## src/rtl/rle_pkg.sv

```systemverilog
`timescale 1ns / 1ps
// ----------------------------------------------------------------------------
// rle_pkg
// shared constants, types and sequencer codes of the run-length compressor
// ----------------------------------------------------------------------------
package rle_pkg;

    // longest literal run before it is split, longest repeat run
    localparam int RAW_MAX    = 32;
    localparam int REPEAT_MAX = 32767;

    localparam int BYTE_W = 8;
    localparam int LEN_W  = 24;                         // body length, size and padded length
    localparam int REP_W  = 15;                         // repeat counter
    localparam int CNT_W  = 16;                         // count word on the wire
    localparam int LC_W   = $clog2(RAW_MAX + 1);        // literal counter, holds RAW_MAX itself
    localparam int ADDR_W = (RAW_MAX > 1) ? $clog2(RAW_MAX) : 1;

    localparam logic [CNT_W-1:0] CNT_MASK = 16'h7FFF;
    localparam logic [CNT_W-1:0] REP_FLAG = 16'h8000;
    // header words plus rounding slack, then clear the low two bits
    localparam int               HDR_BYTES = 8;
    localparam logic [LEN_W-1:0] SIZE_ADD  = 24'd4;
    localparam logic [LEN_W-1:0] PAD_ADD   = LEN_W'(HDR_BYTES + 3);
    localparam logic [LEN_W-1:0] PAD_MASK  = 24'hFF_FFFC;
    localparam logic [LEN_W-1:0] REP_FLUSH_LEN = 24'd3;
    localparam logic [LEN_W-1:0] LIT_HDR_LEN   = 24'd2;
    localparam logic [REP_W-1:0] REP_START     = 15'd2;

    typedef enum logic [3:0] {
        ST_IDLE,
        ST_DECIDE,
        ST_TAIL,
        ST_LIT_ADD,
        ST_LEN,
        ST_LEN2,
        ST_SIZE,
        ST_PAD,
        ST_EMIT_LO,
        ST_EMIT_HI,
        ST_EMIT_DATA
    } t_state;

    typedef enum logic [1:0] {
        MODE_IDLE    = 2'd0,
        MODE_LITERAL = 2'd1,
        MODE_REPEAT  = 2'd2
    } t_mode;

    typedef enum logic {
        KIND_LIT,
        KIND_REP
    } t_kind;

    typedef enum logic {
        ALU_ADD,
        ALU_EQ
    } t_alu_op;

    typedef struct packed {
        t_alu_op          op;
        logic [LEN_W-1:0] a;
        logic [LEN_W-1:0] b;
    } t_alu_req;

endpackage

```

## src/rtl/rle_if.sv

```systemverilog
`timescale 1ns / 1ps
// ----------------------------------------------------------------------------
// rle_if
// valid/ready channels for raw input bytes and encoded output bytes
// ----------------------------------------------------------------------------
interface rle_in_if;
    logic                       valid;
    logic                       ready;
    logic [rle_pkg::BYTE_W-1:0] in_byte;
    logic                       block_end;

    modport source (output valid, output in_byte, output block_end, input ready);
    modport sink   (input valid, input in_byte, input block_end, output ready);
endinterface

interface rle_out_if;
    logic                       valid;
    logic                       ready;
    logic [rle_pkg::BYTE_W-1:0] out_byte;
    logic                       final_out;
    logic [rle_pkg::LEN_W-1:0]  size_word;
    logic [rle_pkg::LEN_W-1:0]  padded_length;

    modport source (output valid, output out_byte, output final_out, output size_word,
                    output padded_length, input ready);
    modport sink   (input valid, input out_byte, input final_out, input size_word,
                    input padded_length, output ready);
endinterface

```

## src/rtl/rle_ram.sv

```systemverilog
`timescale 1ns / 1ps
// ----------------------------------------------------------------------------
// rle_ram
// generic single-write, single-read ram with registered read data
// ----------------------------------------------------------------------------
module rle_ram #(
    parameter int WIDTH  = 8,
    parameter int DEPTH  = 32,
    parameter int ADDR_W = (DEPTH > 1) ? $clog2(DEPTH) : 1
) (
    input  logic              i_clk,
    input  logic              i_we,
    input  logic [ADDR_W-1:0] i_waddr,
    input  logic [WIDTH-1:0]  i_wdata,
    input  logic [ADDR_W-1:0] i_raddr,
    output logic [WIDTH-1:0]  o_rdata
);

    logic [WIDTH-1:0] r_mem [DEPTH];
    logic [WIDTH-1:0] r_rdata;

    always_ff @(posedge i_clk) begin
        if (i_we) begin
            r_mem[i_waddr] <= i_wdata;
        end
        r_rdata <= r_mem[i_raddr];
    end

    assign o_rdata = r_rdata;

endmodule

```

## src/rtl/rle_alu.sv

```systemverilog
`timescale 1ns / 1ps
// ----------------------------------------------------------------------------
// rle_alu
// shared adder and equality compare, time-shared by the sequencer
// ----------------------------------------------------------------------------
module rle_alu (
    input  rle_pkg::t_alu_req           i_req,
    output logic [rle_pkg::LEN_W-1:0]   o_res
);

    always_comb begin
        unique case (i_req.op)
            rle_pkg::ALU_ADD: o_res = i_req.a + i_req.b;
            rle_pkg::ALU_EQ:  o_res = rle_pkg::LEN_W'(i_req.a == i_req.b);
            default:          o_res = '0;
        endcase
    end

endmodule

```

## src/rtl/rle_block_compressor.sv

```systemverilog
`timescale 1ns / 1ps
// ----------------------------------------------------------------------------
// rle_block_compressor
// run-length compressor of one block: byte stream in, encoded body out
// ----------------------------------------------------------------------------
// usage
//   i_in carries one raw byte per transaction, block_end set on the final
//   byte. o_out carries one encoded body byte per transaction; final_out
//   marks the last byte of a block, and only then size_word (body + 4) and
//   padded_length ((body + 11) with the low two bits cleared) are nonzero.
//   magic and size header words are left to the surrounding logic.
// timing
//   one byte of lookahead is held, so the first byte of a block only
//   loads it. a byte that extends or starts a run goes through decide
//   and tail; a byte for the literal store through decide, store and
//   tail. the tail step takes the next transaction. a literal flush
//   adds length and header, then emits the count and stored bytes; a
//   repeat flush adds its length and emits the count and held bytes;
//   the final flush also adds size and padding. all of this is set by
//   the single shared adder/compare unit: one operation per cycle.
// reset and stall
//   synchronous active-low reset returns to idle with an empty lookahead.
//   results go through a one-deep output register; while the receiver
//   stalls, emission halts, but input is still taken in idle and tail.
// ----------------------------------------------------------------------------
module rle_block_compressor (
    input  logic           i_clk,
    input  logic           i_rst_n,
    rle_in_if.sink         i_in,
    rle_out_if.source      o_out
);

    // sequencer and run state
    rle_pkg::t_state r_state, n_state;
    rle_pkg::t_mode  r_mode, n_mode;
    rle_pkg::t_kind  r_kind, n_kind;

    logic [rle_pkg::BYTE_W-1:0] r_x, n_x;
    logic                       r_end, n_end;
    logic [rle_pkg::BYTE_W-1:0] r_held, n_held;
    logic                       r_held_valid, n_held_valid;
    logic [rle_pkg::REP_W-1:0]  r_rc, n_rc;
    logic [rle_pkg::LC_W-1:0]   r_lc, n_lc;
    logic [rle_pkg::LEN_W-1:0]  r_body, n_body;
    logic [rle_pkg::LEN_W-1:0]  r_size, n_size;
    logic [rle_pkg::LEN_W-1:0]  r_pad, n_pad;
    logic [rle_pkg::ADDR_W-1:0] r_idx, n_idx;
    logic                       r_final, n_final;
    logic                       r_rc_inc, n_rc_inc;

    // output register
    logic                       r_out_valid, n_out_valid;
    logic [rle_pkg::BYTE_W-1:0] r_out_byte, n_out_byte;
    logic                       r_out_final, n_out_final;
    logic [rle_pkg::LEN_W-1:0]  r_out_size, n_out_size;
    logic [rle_pkg::LEN_W-1:0]  r_out_pad, n_out_pad;

    rle_pkg::t_alu_req          alu_req;
    logic [rle_pkg::LEN_W-1:0]  alu_res;

    logic                       in_ready;
    logic                       in_acc;
    logic                       can_emit;
    logic                       is_eq;
    logic                       rep_go;
    logic                       lit_full;
    logic                       data_last;
    logic [rle_pkg::CNT_W-1:0]  cnt_word;

    logic                       ram_we;
    logic [rle_pkg::BYTE_W-1:0] ram_rdata;

    rle_alu u_alu (
        .i_req (alu_req),
        .o_res (alu_res)
    );

    // literal store, read address runs one step ahead so the data is ready
    rle_ram #(
        .WIDTH (rle_pkg::BYTE_W),
        .DEPTH (rle_pkg::RAW_MAX)
    ) u_lit_ram (
        .i_clk   (i_clk),
        .i_we    (ram_we),
        .i_waddr (r_lc[rle_pkg::ADDR_W-1:0]),
        .i_wdata (r_held),
        .i_raddr (n_idx),
        .o_rdata (ram_rdata)
    );

    assign in_ready = (r_state == rle_pkg::ST_IDLE) || (r_state == rle_pkg::ST_TAIL && !r_end);
    assign in_acc   = i_in.valid && in_ready;
    assign can_emit = !r_out_valid || o_out.ready;
    assign is_eq    = alu_res[0];
    assign rep_go   = (r_mode == rle_pkg::MODE_REPEAT) && is_eq
                      && (r_rc < rle_pkg::REP_W'(rle_pkg::REPEAT_MAX));
    assign lit_full = (alu_res == rle_pkg::LEN_W'(rle_pkg::RAW_MAX)) || r_final;
    // literal payload ends when the next index reaches the count
    assign data_last = (r_kind == rle_pkg::KIND_REP)
                       || (alu_res == rle_pkg::LEN_W'(r_lc));
    assign cnt_word = (r_kind == rle_pkg::KIND_REP)
                      ? ((rle_pkg::CNT_W'(r_rc) & rle_pkg::CNT_MASK) | rle_pkg::REP_FLAG)
                      : rle_pkg::CNT_W'(r_lc);

    assign i_in.ready          = in_ready;
    assign o_out.valid         = r_out_valid;
    assign o_out.out_byte      = r_out_byte;
    assign o_out.final_out     = r_out_final;
    assign o_out.size_word     = r_out_size;
    assign o_out.padded_length = r_out_pad;

    // shared unit: one operation per state
    always_comb begin
        alu_req.op = rle_pkg::ALU_ADD;
        alu_req.a  = '0;
        alu_req.b  = '0;
        unique case (r_state)
            rle_pkg::ST_DECIDE: begin
                alu_req.op = rle_pkg::ALU_EQ;
                alu_req.a  = rle_pkg::LEN_W'(r_x);
                alu_req.b  = rle_pkg::LEN_W'(r_held);
            end
            rle_pkg::ST_TAIL: begin
                alu_req.a = rle_pkg::LEN_W'(r_rc);
                alu_req.b = rle_pkg::LEN_W'(1);
            end
            rle_pkg::ST_LIT_ADD: begin
                alu_req.a = rle_pkg::LEN_W'(r_lc);
                alu_req.b = rle_pkg::LEN_W'(1);
            end
            rle_pkg::ST_LEN: begin
                alu_req.a = r_body;
                alu_req.b = (r_kind == rle_pkg::KIND_REP) ? rle_pkg::REP_FLUSH_LEN
                                                          : rle_pkg::LEN_W'(r_lc);
            end
            rle_pkg::ST_LEN2: begin
                alu_req.a = r_body;
                alu_req.b = rle_pkg::LIT_HDR_LEN;
            end
            rle_pkg::ST_SIZE: begin
                alu_req.a = r_body;
                alu_req.b = rle_pkg::SIZE_ADD;
            end
            rle_pkg::ST_PAD: begin
                alu_req.a = r_body;
                alu_req.b = rle_pkg::PAD_ADD;
            end
            rle_pkg::ST_EMIT_DATA: begin
                alu_req.a = rle_pkg::LEN_W'(r_idx);
                alu_req.b = rle_pkg::LEN_W'(1);
            end
            default: begin
            end
        endcase
    end

    // next state
    always_comb begin
        n_state = r_state;
        unique case (r_state)
            rle_pkg::ST_IDLE: begin
                if (in_acc) n_state = rle_pkg::ST_DECIDE;
            end
            rle_pkg::ST_DECIDE: begin
                priority if (!r_held_valid) begin
                    n_state = rle_pkg::ST_TAIL;
                end else if (r_mode == rle_pkg::MODE_REPEAT) begin
                    n_state = rep_go ? rle_pkg::ST_TAIL : rle_pkg::ST_LEN;
                end else if (is_eq) begin
                    n_state = (r_lc != '0) ? rle_pkg::ST_LEN : rle_pkg::ST_TAIL;
                end else begin
                    n_state = rle_pkg::ST_LIT_ADD;
                end
            end
            rle_pkg::ST_TAIL: begin
                priority if (r_end) begin
                    n_state = (r_mode == rle_pkg::MODE_REPEAT) ? rle_pkg::ST_LEN
                                                               : rle_pkg::ST_LIT_ADD;
                end else if (in_acc) begin
                    n_state = rle_pkg::ST_DECIDE;
                end else begin
                    n_state = rle_pkg::ST_IDLE;
                end
            end
            rle_pkg::ST_LIT_ADD: begin
                n_state = lit_full ? rle_pkg::ST_LEN : rle_pkg::ST_TAIL;
            end
            rle_pkg::ST_LEN: begin
                priority if (r_kind == rle_pkg::KIND_LIT) n_state = rle_pkg::ST_LEN2;
                else if (r_final)                          n_state = rle_pkg::ST_SIZE;
                else                                       n_state = rle_pkg::ST_EMIT_LO;
            end
            rle_pkg::ST_LEN2: begin
                n_state = r_final ? rle_pkg::ST_SIZE : rle_pkg::ST_EMIT_LO;
            end
            rle_pkg::ST_SIZE: n_state = rle_pkg::ST_PAD;
            rle_pkg::ST_PAD:  n_state = rle_pkg::ST_EMIT_LO;
            rle_pkg::ST_EMIT_LO: begin
                if (can_emit) n_state = rle_pkg::ST_EMIT_HI;
            end
            rle_pkg::ST_EMIT_HI: begin
                if (can_emit) n_state = rle_pkg::ST_EMIT_DATA;
            end
            rle_pkg::ST_EMIT_DATA: begin
                if (can_emit && data_last) begin
                    n_state = r_final ? rle_pkg::ST_IDLE : rle_pkg::ST_TAIL;
                end
            end
            default: n_state = rle_pkg::ST_IDLE;
        endcase
    end

    // datapath and outputs
    always_comb begin
        n_x          = r_x;
        n_end        = r_end;
        n_held       = r_held;
        n_held_valid = r_held_valid;
        n_mode       = r_mode;
        n_kind       = r_kind;
        n_rc         = r_rc;
        n_lc         = r_lc;
        n_body       = r_body;
        n_size       = r_size;
        n_pad        = r_pad;
        n_idx        = r_idx;
        n_final      = r_final;
        n_rc_inc     = r_rc_inc;
        ram_we       = 1'b0;

        n_out_valid  = r_out_valid && !o_out.ready;
        n_out_byte   = r_out_byte;
        n_out_final  = r_out_final;
        n_out_size   = r_out_size;
        n_out_pad    = r_out_pad;

        if (in_acc) begin
            n_x   = i_in.in_byte;
            n_end = i_in.block_end;
        end

        unique case (r_state)
            rle_pkg::ST_DECIDE: begin
                n_final  = 1'b0;
                n_rc_inc = 1'b0;
                if (r_held_valid) begin
                    priority if (r_mode == rle_pkg::MODE_REPEAT) begin
                        if (rep_go) begin
                            n_rc_inc = 1'b1;
                        end else begin
                            // run broken or at its limit: close it
                            n_kind = rle_pkg::KIND_REP;
                            n_mode = rle_pkg::MODE_IDLE;
                        end
                    end else if (is_eq) begin
                        // pending literals go out, a repeat run opens
                        n_kind = rle_pkg::KIND_LIT;
                        n_mode = rle_pkg::MODE_REPEAT;
                        n_rc   = rle_pkg::REP_START;
                    end else begin
                        n_mode = rle_pkg::MODE_LITERAL;
                    end
                end
            end
            rle_pkg::ST_TAIL: begin
                n_held       = r_x;
                n_held_valid = 1'b1;
                if (r_rc_inc) begin
                    n_rc     = alu_res[rle_pkg::REP_W-1:0];
                    n_rc_inc = 1'b0;
                end
                if (r_end) begin
                    n_final = 1'b1;
                    n_kind  = (r_mode == rle_pkg::MODE_REPEAT) ? rle_pkg::KIND_REP
                                                               : rle_pkg::KIND_LIT;
                end
            end
            rle_pkg::ST_LIT_ADD: begin
                ram_we = 1'b1;
                n_lc   = alu_res[rle_pkg::LC_W-1:0];
                n_mode = rle_pkg::MODE_LITERAL;
                if (lit_full) n_kind = rle_pkg::KIND_LIT;
            end
            rle_pkg::ST_LEN: begin
                n_body = alu_res;
                n_idx  = '0;
            end
            rle_pkg::ST_LEN2: n_body = alu_res;
            rle_pkg::ST_SIZE: n_size = alu_res;
            rle_pkg::ST_PAD:  n_pad  = alu_res & rle_pkg::PAD_MASK;
            rle_pkg::ST_EMIT_LO: begin
                if (can_emit) begin
                    n_out_valid = 1'b1;
                    n_out_byte  = cnt_word[rle_pkg::BYTE_W-1:0];
                    n_out_final = 1'b0;
                    n_out_size  = '0;
                    n_out_pad   = '0;
                end
            end
            rle_pkg::ST_EMIT_HI: begin
                if (can_emit) begin
                    n_out_valid = 1'b1;
                    n_out_byte  = cnt_word[rle_pkg::CNT_W-1:rle_pkg::BYTE_W];
                    n_out_final = 1'b0;
                    n_out_size  = '0;
                    n_out_pad   = '0;
                end
            end
            rle_pkg::ST_EMIT_DATA: begin
                if (can_emit) begin
                    n_out_valid = 1'b1;
                    n_out_byte  = (r_kind == rle_pkg::KIND_REP) ? r_held : ram_rdata;
                    n_out_final = data_last && r_final;
                    n_out_size  = (data_last && r_final) ? r_size : '0;
                    n_out_pad   = (data_last && r_final) ? r_pad : '0;
                    if (!data_last) begin
                        n_idx = alu_res[rle_pkg::ADDR_W-1:0];
                    end else begin
                        if (r_kind == rle_pkg::KIND_REP) begin
                            n_rc = '0;
                        end else begin
                            n_lc = '0;
                            if (r_mode == rle_pkg::MODE_LITERAL) n_mode = rle_pkg::MODE_IDLE;
                        end
                        if (r_final) begin
                            // block done: back to the state after reset
                            n_held       = '0;
                            n_held_valid = 1'b0;
                            n_mode       = rle_pkg::MODE_IDLE;
                            n_rc         = '0;
                            n_lc         = '0;
                            n_body       = '0;
                            n_final      = 1'b0;
                        end
                    end
                end
            end
            default: begin
            end
        endcase
    end

    // control registers
    always_ff @(posedge i_clk) begin
        if (!i_rst_n) begin
            r_state      <= rle_pkg::ST_IDLE;
            r_mode       <= rle_pkg::MODE_IDLE;
            r_held       <= '0;
            r_held_valid <= 1'b0;
            r_rc         <= '0;
            r_lc         <= '0;
            r_body       <= '0;
            r_final      <= 1'b0;
            r_rc_inc     <= 1'b0;
            r_out_valid  <= 1'b0;
        end else begin
            r_state      <= n_state;
            r_mode       <= n_mode;
            r_held       <= n_held;
            r_held_valid <= n_held_valid;
            r_rc         <= n_rc;
            r_lc         <= n_lc;
            r_body       <= n_body;
            r_final      <= n_final;
            r_rc_inc     <= n_rc_inc;
            r_out_valid  <= n_out_valid;
        end
    end

    // payload registers
    always_ff @(posedge i_clk) begin
        r_x         <= n_x;
        r_end       <= n_end;
        r_kind      <= n_kind;
        r_size      <= n_size;
        r_pad       <= n_pad;
        r_idx       <= n_idx;
        r_out_byte  <= n_out_byte;
        r_out_final <= n_out_final;
        r_out_size  <= n_out_size;
        r_out_pad   <= n_out_pad;
    end

    // an accepted byte is always judged in the following cycle
    a_accept_decide: assert property (@(posedge i_clk) disable iff (!i_rst_n)
        in_acc |=> r_state == rle_pkg::ST_DECIDE)
        else $error("accepted byte not followed by decide");

    // literal store never overfills
    a_lc_bound: assert property (@(posedge i_clk) disable iff (!i_rst_n)
        r_lc <= rle_pkg::LC_W'(rle_pkg::RAW_MAX))
        else $error("literal count beyond limit");

    // an open repeat run always holds at least two bytes behind a valid lookahead
    a_repeat_open: assert property (@(posedge i_clk) disable iff (!i_rst_n)
        r_mode == rle_pkg::MODE_REPEAT |-> r_held_valid && r_rc >= rle_pkg::REP_START)
        else $error("repeat mode with short or empty run");

    // padded length follows from the size word on the final byte
    a_final_sizes: assert property (@(posedge i_clk) disable iff (!i_rst_n)
        r_out_valid && r_out_final |->
            r_out_pad == ((r_out_size + rle_pkg::LEN_W'(7)) & rle_pkg::PAD_MASK))
        else $error("padded length inconsistent with size word");

    // size fields stay zero off the final byte
    a_nonfinal_zero: assert property (@(posedge i_clk) disable iff (!i_rst_n)
        r_out_valid && !r_out_final |-> r_out_size == '0 && r_out_pad == '0)
        else $error("size fields set on a non-final byte");

endmodule
```

## src/flat_wrapper.sv

```systemverilog
// flat-port wrapper written by rule: the top's interface ports become plain ports
module rle_block_compressor_flat 
  (i_clk, i_rst_n, i_in_valid, i_in_in_byte, i_in_block_end, i_in_ready, o_out_valid, o_out_out_byte, o_out_final_out, o_out_size_word, o_out_padded_length, o_out_ready);
  rle_in_if i_in_i ();
  rle_out_if o_out_i ();
  input  logic i_clk;
  input  logic i_rst_n;
  input wire logic [$bits(i_in_i.valid)-1:0] i_in_valid;
  input wire logic [$bits(i_in_i.in_byte)-1:0] i_in_in_byte;
  input wire logic [$bits(i_in_i.block_end)-1:0] i_in_block_end;
  output wire logic [$bits(i_in_i.ready)-1:0] i_in_ready;
  output wire logic [$bits(o_out_i.valid)-1:0] o_out_valid;
  output wire logic [$bits(o_out_i.out_byte)-1:0] o_out_out_byte;
  output wire logic [$bits(o_out_i.final_out)-1:0] o_out_final_out;
  output wire logic [$bits(o_out_i.size_word)-1:0] o_out_size_word;
  output wire logic [$bits(o_out_i.padded_length)-1:0] o_out_padded_length;
  input wire logic [$bits(o_out_i.ready)-1:0] o_out_ready;
  assign i_in_i.valid = i_in_valid;
  assign i_in_i.in_byte = i_in_in_byte;
  assign i_in_i.block_end = i_in_block_end;
  assign i_in_ready = i_in_i.ready;
  assign o_out_valid = o_out_i.valid;
  assign o_out_out_byte = o_out_i.out_byte;
  assign o_out_final_out = o_out_i.final_out;
  assign o_out_size_word = o_out_i.size_word;
  assign o_out_padded_length = o_out_i.padded_length;
  assign o_out_i.ready = o_out_ready;
  rle_block_compressor u_core (.i_clk(i_clk), .i_rst_n(i_rst_n), .i_in(i_in_i), .o_out(o_out_i));
endmodule
```

## config.mk

```make
export PLATFORM = sky130hd
export DESIGN_NAME = rle_block_compressor_flat
export DESIGN_NICKNAME = d
export VERILOG_FILES = /design/src/rtl/rle_pkg.sv /design/src/rtl/rle_if.sv /design/src/rtl/rle_ram.sv /design/src/rtl/rle_alu.sv /design/src/rtl/rle_block_compressor.sv /design/src/flat_wrapper.sv
export SDC_FILE = /design/constraint.sdc
export NUM_CORES = 1
export LEC_CHECK = 0
export BUFFER_PORTS_ARGS = -buffer_cell sky130_fd_sc_hd__buf_2
export CORE_UTILIZATION = 44
export DETAILED_ROUTE_END_ITERATION = 16
export SYNTH_ARGS = -nofsm -noshare
export SYNTH_HDL_FRONTEND = slang
export SYNTH_SLANG_ARGS = --single-unit
export TNS_END_PERCENT = 50
```

## constraint.sdc

```tcl
create_clock -name i_clk -period 15.7 [get_ports i_clk]
set_clock_uncertainty 0.2 [all_clocks]
set_input_delay 1.57 -clock i_clk [delete_from_list [all_inputs] [get_ports i_clk]]
set_output_delay 1.57 -clock i_clk [all_outputs]
set_load 0.05 [all_outputs]
```

## Word level (Yosys, flattened, before mapping)

Memories as Yosys holds them, arrays and structs flattened. A register that Yosys moved wholly into a read port is not among the register bits.
Cells that the tools add are included.

- Magnitude comparators: 1
- Multiplexer cells: 97
- Eq/ne operators: 34
- Add/subtract/negate cells: 1
- Reduce and logical (&&, ||, !) cells: 38
- Bitwise gates (word level): 1

Operator list:

| kind | number |
|---|---|
| $pmux 48 s8 | 1 |
| $mux 24 | 8 |
| $pmux 24 s2 | 4 |
| $mux 15 | 8 |
| $mux 8 | 7 |
| $pmux 15 s3 | 1 |
| $pmux 4 s11 | 1 |
| $mux 4 | 10 |
| $mux 6 | 5 |
| $ne 2x1->1 const B | 13 |
| $mux 1 | 25 |
| $add 24x24->24 | 1 |
| $eq 24x24->1 | 1 |
| $eq 24x6->1 | 1 |
| $eq 24x6->1 const B | 1 |
| $pmux 8 s3 | 1 |
| $reduce_and 4->1 | 6 |
| $mux 2 | 10 |
| $eq 4x3->1 const B | 4 |
| $mux 16 | 1 |
| $pmux 8 s2 | 1 |
| $lt 15x15->1 const B | 1 |
| $eq 4x4->1 const B | 3 |
| $mux 3 | 4 |
| 27 further kinds | 54 |

- Bits of input ports: 13
- Flip-flop bits (word level): 181
- RAM bits: 256
- Output and inout bits: 59
- Word-level logic and storage cells: 193
- Memories: 1

Memories:

| memory | depth | bits a word | rd ports | clocked after memory_dff | wr ports | RTL line | text |
|---|---|---|---|---|---|---|---|
| u_core.u_lit_ram.r_mem | 32 | 8 | 1 | 1 | 1 | rle_ram.sv:19 | `logic [WIDTH-1:0] r_mem [DEPTH];` |

## Logic depth before layout (Yosys ltp)

- Depth in word-level cells: 10
- Depth in mapped cells: 29
- Gate-level depth less buffers: 21

## By module

A second synthesis with hierarchy kept.

- Cell total of the unflattened synthesis: 1241
- Area total of the unflattened synthesis: 18818.0 um^2

Modules (own cells, without submodules):

| module | times used | area an instance (um^2) | seq. area each (um^2) | cells an instance |
|---|---|---|---|---|
| rle_ram | 1 | 10053.4 | 7847.5 | 417 |
| rle_block_compressor | 1 | 7439.6 | 4694.5 | 625 |
| rle_alu | 1 | 1325.0 | 0.0 | 199 |

## Worst setup path after synthesis

OpenSTA, ideal clock, no wires.

- Kind: register to register
- Start: register u_core.r_state[2]
- End: register u_core.u_lit_ram.r_rdata[4] (netlist: u_core.u_lit_ram.o_rdata[4]), read port of u_core.u_lit_ram.r_mem
- Arrival time: 6.183 ns
- Required time: 15.378 ns
- Buffers on the path: 7
- Library setup time: 0.122 ns
- Slack: 9.195 ns
- Clock period less this slack: 6.505 ns
- Stages on the path, launching flop included: 28
- Path through: dfxtp_1 -> buf_6 -> buf_4 -> nor2_2 -> and2_1 -> clkbuf_1 -> buf_1 -> clkbuf_1 -> a222oi_1 -> nand2_1 -> ha_1 -> inv_1 -> fa_1 -> nor2b_1 -> o211ai_1 -> a211oi_2 -> and2_1 -> mux2i_1 -> or4bb_1 -> or3_1 -> or2_1 -> buf_6 -> a22oi_4 -> buf_2 -> mux2_2 -> o21ai_0 -> nor3_1 -> a311o_1

- Longest elaborated chain between the ends: 9
- Elaborated cells on any way between the ends: 19
- Classes of those cells: add/sub: 1; eq/ne: 10; mux: 6; bitwise: 1; reduce/logical: 1

RTL lines:

| element | RTL line | text |
|---|---|---|
| start: declaration | rle_block_compressor.sv:34 | `rle_pkg::t_state r_state, n_state;` |
| start signal: assignment | rle_block_compressor.sv:346 | `r_state <= rle_pkg::ST_IDLE;` |
| start signal: assignment | rle_block_compressor.sv:357 | `r_state <= n_state;` |
| $eq 4x4->1, or another cell as far along | rle_block_compressor.sv:117, rle_block_compressor.sv:242 |  |
| $pmux 48 s8 or $mux 1 (tied branches) | rle_block_compressor.sv:117 | `unique case (r_state)` |
| $add 24x24->24, or another cell as far along | rle_alu.sv:13 | `rle_pkg::ALU_ADD: o_res = i_req.a + i_req.b;` |
| $pmux 24 s2 | rle_alu.sv:12 | `unique case (i_req.op)` |
| $eq 24x6->1 | rle_block_compressor.sv:100 | `\|\| (alu_res == rle_pkg::LEN_W'(r_lc));` |
| $logic_or 1x1->1 | rle_block_compressor.sv:100 |  |
| $mux 5 | rle_block_compressor.sv:316 | `if (!data_last) begin` |
| $mux 5 | rle_block_compressor.sv:310 | `if (can_emit) begin` |
| $pmux 5 s2 * | rle_block_compressor.sv:242 | `unique case (r_state)` |
| end: declaration | rle_ram.sv:20 | `logic [WIDTH-1:0] r_rdata;` |

Mark *: on every way between the ends. The rest lies on a longest branch, timed or not.
A chain may end at the register's enable or synchronous reset.

## Worst setup path in the final report

- Start: register u_core.r_state[0]
- End: register u_core.u_lit_ram.r_rdata[4] (netlist: u_core.u_lit_ram.o_rdata[4]), read port of u_core.u_lit_ram.r_mem

Same word-level chain as after synthesis.

==> flow_summary.toml <==
[run_status]
outcome = "complete, no violations"

[synthesis]
yosysSeqAreaShare_pct = 65.21
synthCells = 1548
syn-cell-area_um2 = 19230
ys_async_sr_fraction_pct = 0
synth-main-ff-cell = "edfxtp_1"
ys_ff_latch = 443
syn_area_per_cell_um2 = 12.43
synth_edf_count = 367
synth_cell_types = 84
yosys_warnings = 0

[floorplan]
dieArea_um2 = 44550
dieHeight_um = 211.1
die_w_um = 211.1
ioPinCount = 72
rows = 76
core_um2 = 43080
initial_utilization_pct = 44.65

[min_path]
hp-class = "reg -> reg"

[timing]
grt_setup_unrepaired = "no"
period_needed_ps = 8159
finalSetupViolCount = 0
drv_slew = 0
finalCritPeriodShare_pct = 51.97
hold_viol = 0
holdWs_ps = 276.6
worstMarginPinSlew_ps = 1110
fmax_ghz = 0.1226
max_slew_margin_pct = 26.01
tns_ps = 0

[power_and_ir_drop]
power_frac_clock_pct = 33.0
ir_drop_v = 0.0001009
power_switching_mw = 1.076
p_leak_nw = 7.879
p_total_mw = 3.274
pwr-share-comb_pct = 24.4
p_sw_share_pct = 32.86
power.density_nw_per_um2 = 150.9
p_int_mw = 2.198
power.share.sequential_pct = 42.5

[critical_path]
cp_cell_sequence = "nor2b_1 > and2_1 > buf_4 > a222oi_1 > nand2_1 > ha_1 > inv_1 > fa_1 > nor2b_1 > o211ai_1 > a211oi_2 > and2_1 > mux2i_1 > or4bb_1 > or3_1 > or2_1 > buf_4 > a22oi_4 > buf_4 > buf_4 > mux2_2 > o21ai_0 > nor3_1 > a311o_1"
worstSetupStartpointType = "register"
critical-path-top-delay-family = "simple AND/OR/NAND/NOR gates"
worst_path_max_delay_cell = "buf_4"
critPathKind = "reg -> reg"
arrival_ps = 8450
required_ps = 15990
endpoint_kind = "register"
crit_top_cell = "buf_4"
timing.critical_path.buf_inv = 5
worst-path-max-fanout = 78
slowest_delay_ps = 830

[global_route]
grt_max_degree = 79
grt_antenna_before_repair = 0
use_met3_pct = 5.427
grt.busiest_layer = "met2"
grt_pass1_vias = 12411
grtUsageMet1_pct = 33.84
overflow = 0
grt_use_met2_pct = 34.77
grt_first_pass_wirelength_um = 77900
grt.total_usage_pct = 23.37

[clocking]
clkLatencyLatePin_ps = 600
clockBufferDepth = 3
cts_tree = "built"
clock_sinks = 443
cts-root-buf = "clkbuf_16"
cts_inserted_buffers = 48
path_clk_slew_ps = 60
hold_buffers = 0
post_cts_buffers = 0
htreeDepth = 2
cts_resized = 0

[route]
wl_per_cell_um = 22.97
vias = 12988
vias_per_cell = 5.848
routed_wl_um = 51020
drtAntennaViolNets = 0
first_pass_iters = 6
drcViolationCount = 0
drt-initial-drc-count = 1386

[finish]
finalNetCount = 1617
finalNonFillerCells = 2221
n_fill_cell = 3720
drive_above_1_share_pct = 12.73
syn2layout_area_growth_pct = 12.83

[job]
drv_cap = 0

[placed_design]
hpwl_um = 32440
dp.cells = 2130
port_buffers = 69
place.gp.congestion = 0.9138
flip-flops by register name (all words and copies together) (netlist names), 8 cells and up:
signal and count:
u_core.u_lit_ram.r_mem 256, u_core.o_out.size_word 24, u_core.r_body 24, u_core.r_size 24
u_core.o_out.padded_length 22, u_core.r_pad 22, u_core.r_rc 15, u_core.o_out.out_byte 8
u_core.r_held 8, u_core.r_x 8, u_core.u_lit_ram.o_rdata 8
metrics by stage:
step	area, um2	utilization, %	worst slack (ps)
6_report	21700	50.38	7541
2_1_floorplan	19240	-	9195
5_1_grt	21700	50.37	6918
3_3_place_gp	20170	46.83	7824
3_5_place_dp	20170	46.83	7582
4_1_cts	21700	50.37	7573
cells in the mapped netlist (20+ instances only):
cell / number / area share [%]
a211oi_1: 42 / 1.6
a21boi_0: 26 / 1.0
a21oi_1: 50 / 1.3
a221oi_1: 50 / 2.3
a22oi_1: 21 / 0.82
a31oi_1: 28 / 0.91
and2_1: 53 / 1.7
and3_1: 21 / 0.68
clkbuf_1: 84 / 1.6
dfxtp_1: 76 / 7.9
edfxtp_1: 367 / 57
inv_1: 42 / 0.82
mux2i_1: 49 / 2.5
nand2_1: 190 / 3.7
nand3_1: 29 / 0.75
nor2_1: 86 / 1.7
nor2b_1: 29 / 0.94
nor3_1: 23 / 0.60
o21ai_0: 33 / 0.86
or3_1: 20 / 0.65
power by group through the flow:
| stage | sequential (mW) | combinational [mW] | clock (mW) |
|---|---|---|---|
| finish | 1.39 | 0.800 | 1.08 |
| global route | 1.40 | 0.857 | 1.15 |
| CTS | 1.39 | 0.798 | 1.10 |
| detailed placement | 1.41 | 0.794 | 0 |
| global placement | 1.41 | 0.790 | 0 |
| floorplan | 1.46 | 0.470 | 0 |
final timing paths:
check	from	end	slack (ps)	depth (start not counted)
worst max-delay path	u_core.r_state[0]	u_core.u_lit_ram.o_rdata[4]	7540	24
worst min-delay path	u_core.r_body[6]	u_core.r_body[6]	280	2
worst min register to register	u_core.r_body[6]	u_core.r_body[6]	280	2
worst max register to register	u_core.r_state[0]	u_core.u_lit_ram.o_rdata[4]	7540	24
metal layers:
layer	part of all wire, %	routed length, um	vias to the layer above
li1	-	-	5926
met1	45	23140	6405
met2	44	22580	554
met3	7.7	3943	103
met4	2.6	1350	0
met5	0	0	-
cell type report:
class / count / area [um2] / share of cell area (%)
repair buffers: 103 / 600.6 / 2.767
diodes: 2 / 5.005 / 0.02306
well taps: 585 / 732.0 / 3.373
inverters: 43 / 161.4 / 0.7437
clock buffers: 62 / 1284 / 5.915
multi-input cells: 956 / 6135 / 28.27
clock inverters: 27 / 244.0 / 1.124
flip-flops and latches: 443 / 12540 / 57.79
worst reg2reg max path, delay by kind of cell, from the launching register on:
kind            cells  cell delay (ps)
mux                 2              660
flops               1              740
compound gates      6             1520
simple gates        9             2390
buf+inv             5             1930
fa+ha+maj           2              650
layout by cell type (no fill, tap or decap), types with 7 or more instances in the layout:
cell,n
a211oi_1,42
o211ai_1,10
or3_1,20
ha_1,8
a311o_1,8
buf_4,34
nand2_1,190
a22oi_1,21
a221oi_1,50
a21boi_0,26
clkinv_2,10
o211a_1,7
nor2_1,83
a31oi_1,28
mux2_2,9
nor2b_1,29
a22o_1,11
mux2i_1,47
and2_0,8
nand4_1,9
inv_1,42
nand2b_1,10
xnor2_1,11
clkbuf_1,11
and2_1,53
o21ai_0,32
xor2_1,13
nand3_1,29
clkbuf_16,48
edfxtp_1,367
a21oi_1,49
nor3_1,23
clkinv_1,9
a32o_1,8
buf_2,69
and3_1,21
dfxtp_1,76
kinds of logic (layout without fill, tap and decap cells):
| kind of cell | Yosys count | count (layout) | share of synthesized area [%] |
|---|---|---|---|
| multiplexers | 58 | 58 | 3.077 |
| adder cells (fa/ha/maj) | 9 | 9 | 0.6245 |
| XOR/XNOR | 24 | 24 | 1.093 |
| AO/OA/AOI/OAI | 342 | 342 | 13.29 |
| buffers and inverters | 150 | 235 | 3.200 |
| AND/OR/NAND/NOR | 521 | 521 | 13.49 |
| flip-flops | 443 | 443 | 65.21 |
| other | 1 | 4 | 0.01950 |
Note: power is estimated with default switching activity, not from simulation.
